===== config.mk =====
export PLATFORM = sky130hd
export DESIGN_NAME = mpq_cell
export DESIGN_NICKNAME = d
export VERILOG_FILES = /design/src/hw/rtl/mpq_pkg.sv /design/src/hw/rtl/mpq_cell.sv
export SDC_FILE = /design/constraint.sdc
export NUM_CORES = 1
export LEC_CHECK = 0
export ABC_AREA = 1
export BUFFER_PORTS_ARGS = -buffer_cell sky130_fd_sc_hd__buf_2
export CAP_MARGIN = 20
export CORE_ASPECT_RATIO = 1.75
export CORE_MARGIN = 3
export CORE_UTILIZATION = 40
export DETAILED_ROUTE_END_ITERATION = 8
export PLACE_DENSITY_LB_ADDON = 0.3
export SLEW_MARGIN = 25
export SYNTH_ARGS = -nofsm -noshare
export SYNTH_HDL_FRONTEND = slang
export SYNTH_SLANG_ARGS = --single-unit

===== constraint.sdc =====
create_clock -name clock -period 4.85 [get_ports clock]
set_input_delay 0.485 -clock clock [delete_from_list [all_inputs] [get_ports clock]]
set_output_delay 0.485 -clock clock [all_outputs]
set_load 0.005 [all_outputs]

===== src/hw/rtl/mpq_pkg.sv =====
`default_nettype none
// ---------------------------------------------------------------------------
// mpq_pkg
// Shared types and codes of the minimum priority queue.
// ---------------------------------------------------------------------------
package mpq_pkg;

   // default number of entries held
   localparam int CAPACITY_DEFAULT = 128;

   localparam int DATA_W  = 32;
   localparam int PRIO_W  = 32;
   localparam int COUNT_W = 8;

   // operation requested by an input transfer
   typedef enum logic [0:0] {
      KIND_INSERT = 1'b0,
      KIND_REMOVE = 1'b1
   } kind_type;

   // status reported with every result
   typedef enum logic [1:0] {
      ST_INSERTED = 2'd0,
      ST_FULL     = 2'd1,
      ST_REMOVED  = 2'd2,
      ST_EMPTY    = 2'd3
   } status_type;

   // one stored entry
   typedef struct packed {
      logic [DATA_W-1:0] data;
      logic [PRIO_W-1:0] prio;
   } entry_type;

   // broadcast command from the control to every cell
   typedef struct packed {
      logic insert;
      logic remove;
   } cell_ctrl_type;

endpackage
`default_nettype wire


===== src/hw/rtl/mpq_cell.sv =====
`default_nettype none
// ---------------------------------------------------------------------------
// mpq_cell
// One slot of the sorted chain. Holds an entry, shifts right on insert when
// the new entry is strictly more urgent, shifts left on remove.
// ---------------------------------------------------------------------------
module mpq_cell #(
   parameter int INDEX   = 0,
   parameter int COUNT_W = 8
) (
   input  wire                           clock,
   input  wire mpq_pkg::cell_ctrl_type   ctrl,
   input  wire mpq_pkg::entry_type       new_entry,
   input  wire [COUNT_W-1:0]             count,
   input  wire mpq_pkg::entry_type       left_entry,
   input  wire                           left_shift,
   input  wire mpq_pkg::entry_type       right_entry,
   output mpq_pkg::entry_type            entry_out,
   output logic                          shift_out
);

   localparam logic [COUNT_W-1:0] MY_INDEX = COUNT_W'(INDEX);

   mpq_pkg::entry_type entry_ff;
   mpq_pkg::entry_type entry_in;
   logic               occupied;
   logic               place;

   // slot is in use and the new entry goes ahead of it (ties stay behind)
   assign occupied  = count > MY_INDEX;
   assign shift_out = occupied && ($signed(new_entry.prio) < $signed(entry_ff.prio));
   assign place     = shift_out || (count == MY_INDEX);

   // next entry: neighbor on shift, new entry at the insert point
   always_comb begin
      entry_in = entry_ff;
      if (ctrl.insert && place) begin
         entry_in = left_shift ? left_entry : new_entry;
      end else if (ctrl.remove) begin
         entry_in = right_entry;
      end
   end

   always_ff @(posedge clock) begin
      entry_ff <= entry_in;
   end

   assign entry_out = entry_ff;

endmodule
`default_nettype wire


==> flow_summary.json <==
{
  "outcome": "complete, no violations",
  "reg2reg_to": "entry_out[28]",
  "skew_ns": 0.00586,
  "rows": 51,
  "syn_to_final_growth_pct": 35.7,
  "ios": 269,
  "chipHeight_um": 147,
  "clock_path_buffers": 2,
  "hold_start": "right_entry[8]",
  "seq_area_frac_synth_pct": 42.2,
  "start_util_pct": 41.0,
  "track_usage_pct": 20.7,
  "drtIter0Drc": 146,
  "p_leak_uw": 0.00327,
  "cts_buffers": 9,
  "antenna_found_initial": 1,
  "clock_latency_ns": 0.32,
  "post-synth-top-area-cell": "edfxtp_1",
  "utilization_pct": 55.7,
  "cts_root_buffer": "clkbuf_16",
  "critPathLaunchType": "flip-flop",
  "cts_tree": "done",
  "fin_tns_setup_ns": 0,
  "ctsHoldBuffers": 0,
  "worstSetupPathType": "reg2reg",
  "diodes": 0,
  "place.port_buffers": 268,
  "r2r_cells": 12,
  "critPathMaxFanout": 38,
  "ys_types": 24,
  "hold_viol": 0,
  "clk_pin_slew_worst_paths_ns": 0.05,
  "syn_avg_cell_area_um2": 9.20,
  "grt_pass1_wl_um": 20500,
  "globalRouteOverflowTotal": 0,
  "drive_above_1_share_pct": 48.3,
  "routedWlPerCell_um": 15.2,
  "worst-r2r-setup-slack_ns": 2.11,
  "die_w_um": 86.7,
  "ir_worst_vdd_mv": 0.216,
  "end_kind": "flip-flop",
  "drv_slew": 0,
  "place_congestion": 0.873,
  "finalSetupViolCount": 0,
  "vias": 4405,
  "synth_area_leaders": "edfxtp_1 42%, mux2_2 16%, nand2_1 12%",
  "hp-class": "in2reg",
  "tightest_slew_ns": 0.788,
  "slew_headroom_pct": 47.5,
  "fmax_mhz": 365,
  "synthCells": 495,
  "min_period_over_period_pct": 56.5,
  "cts_sinks": 64,
  "grt_start_max_net_pins": 66,
  "ant_nets": 0,
  "die_area_um2": 12800,
  "fin_crit_ns": 2.74,
  "ys_seq_elements": 64,
  "final_nets": 986,
  "p_per_area_nw_per_um2": 374,
  "cap_violations": 0,
  "post_cts_buffers": 0,
  "min_to": "entry_out[8]",
  "syn_nets": 730,
  "yosysWarningCount": 0,
  "cp.required_ns": 4.86,
  "cts.htree.levels": 3,
  "synthDominantCellAreaShare_pct": 42.2,
  "largest_register_ffs": 64,
  "cts_resized": 0,
  "crit_arrival_ns": 2.75,
  "drc_errors": 0,
  "hold_depth": 3,
  "first_pass_iters": 4,
  "synthesis.area_um2": 4560,
  "core_area_um2": 11100,
  "r2r_start": "entry_out[27]",
  "grt_pass1_vias": 4374,
  "viasPerCell": 4.97,
  "dp_hpwl_um": 10500,
  "wirelength_um": 13500,
  "rsz0062_at_grt": "false"
}
-- kinds of logic after synthesis --
group	synth area share, %
and+or+nand+nor	23.5
buffers and inverters	8.07
adders and majority gates	8.51
AOI/OAI and AO/OA	2.20
muxes	15.6
DFF	42.2
-- worst max-delay path, cell delays in order, from the launching register on --
cell and delay, ns:
edfxtp_1 0.41, inv_1 0.08, ha_1 0.23, a21oi_1 0.15, o21ai_0 0.11, nand2_1 0.07, nand3_1 0.06, a21oi_1 0.16
nand3_1 0.13, nand3_2 0.11, nand2_2 0.06, nand2_2 0.51, buf_12 0.31
-- cells in the final DEF (no fill, tap or decap) --
cell type,count
buf_2,268
buf_4,4
nand2_2,13
nor2_1,9
nand4_1,1
edfxtp_1,64
o21ai_0,5
ha_1,31
nand3_1,68
mux2_2,63
clkinv_2,3
inv_1,42
nor3_2,1
bufinv_16,1
buf_12,1
nor4_1,2
and2_0,1
clkbuf_1,1
nand2_1,149
clkinv_1,1
nor2_2,1
clkbuf_16,9
nand3_2,1
a21oi_1,15
nor3_1,1
-- worst max-delay path by stage --
| stage | startpoint | end | slack, ns | depth (start not counted) |
|---|---|---|---|---|
| after global placement | new_entry[11] | entry_out[36] | 1.87 | 12 |
| after detailed placement | new_entry[11] | entry_out[35] | 1.81 | 12 |
| after global routing | entry_out[11] | entry_out[16] | 1.83 | 12 |
| final | entry_out[27] | entry_out[28] | 2.11 | 12 |
| after CTS | entry_out[11] | entry_out[16] | 2.03 | 12 |
| after floorplan | new_entry[21] | entry_out[0] | 1.24 | 12 |
-- where the power goes --
group	leakage (uW)	switching (uW)	total (uW)	internal, uW
Sequential	0.000645	52.4	858	805
Combinational	0.00249	505	853	349
Clock	0.000140	213	603	390
Total	0.00327	770	2310	1540
-- metal layers --
layer / vias up / GRT usage (%) / routed length (um)
met1: 1971 / 22.1 / 4710
met5: - / 0 / 13
li1: 2192 / - / -
met2: 207 / 37.8 / 7240
met4: 2 / 9.28 / 430
met3: 33 / 4.66 / 1060
-- per-stage QoR --
| stage | area, um^2 | hold slack (ns) | setup slack [ns] | total power (uW) | cells |
|---|---|---|---|---|---|
| final | 6180 | 0.424 | 2.11 | 2310 | 887 |
| after global placement | 5900 | 0.752 | 1.87 | 1700 | 872 |
| after CTS | 6180 | 0.409 | 2.03 | 2350 | 887 |
| after detailed placement | 5900 | 0.752 | 1.81 | 1730 | 872 |
| after global routing | 6180 | 0.419 | 1.83 | 2480 | 887 |
| after floorplan | 4560 | 0.658 | 1.24 | 1420 | 495 |
-- cells in the mapped netlist --
library cell,number
nand2_1,150
nand3_1,68
edfxtp_1,64
mux2_2,63
inv_1,42
ha_1,31
a21oi_1,15
clkbuf_1,12
nand2_2,12
nor2_1,9
buf_4,6
buf_8,5
o21ai_0,5
buf_2,2
nor4_1,2
and2_0,1
buf_1,1
buf_12,1
buf_6,1
nand3_2,1
nand4_1,1
nor2_2,1
nor3_1,1
nor3_2,1
-- final cells by class --
cell class                 instances  area (um^2)
tap                              132          165
fill                            1023         4920
sequential                        64         1920
timing repair buffer             273         1390
clock buffer                      10          229
inverter                          42          158
clock inverter                     5         48.8
multi-input combinational        361         2270
(Power assumes the default switching activity.)
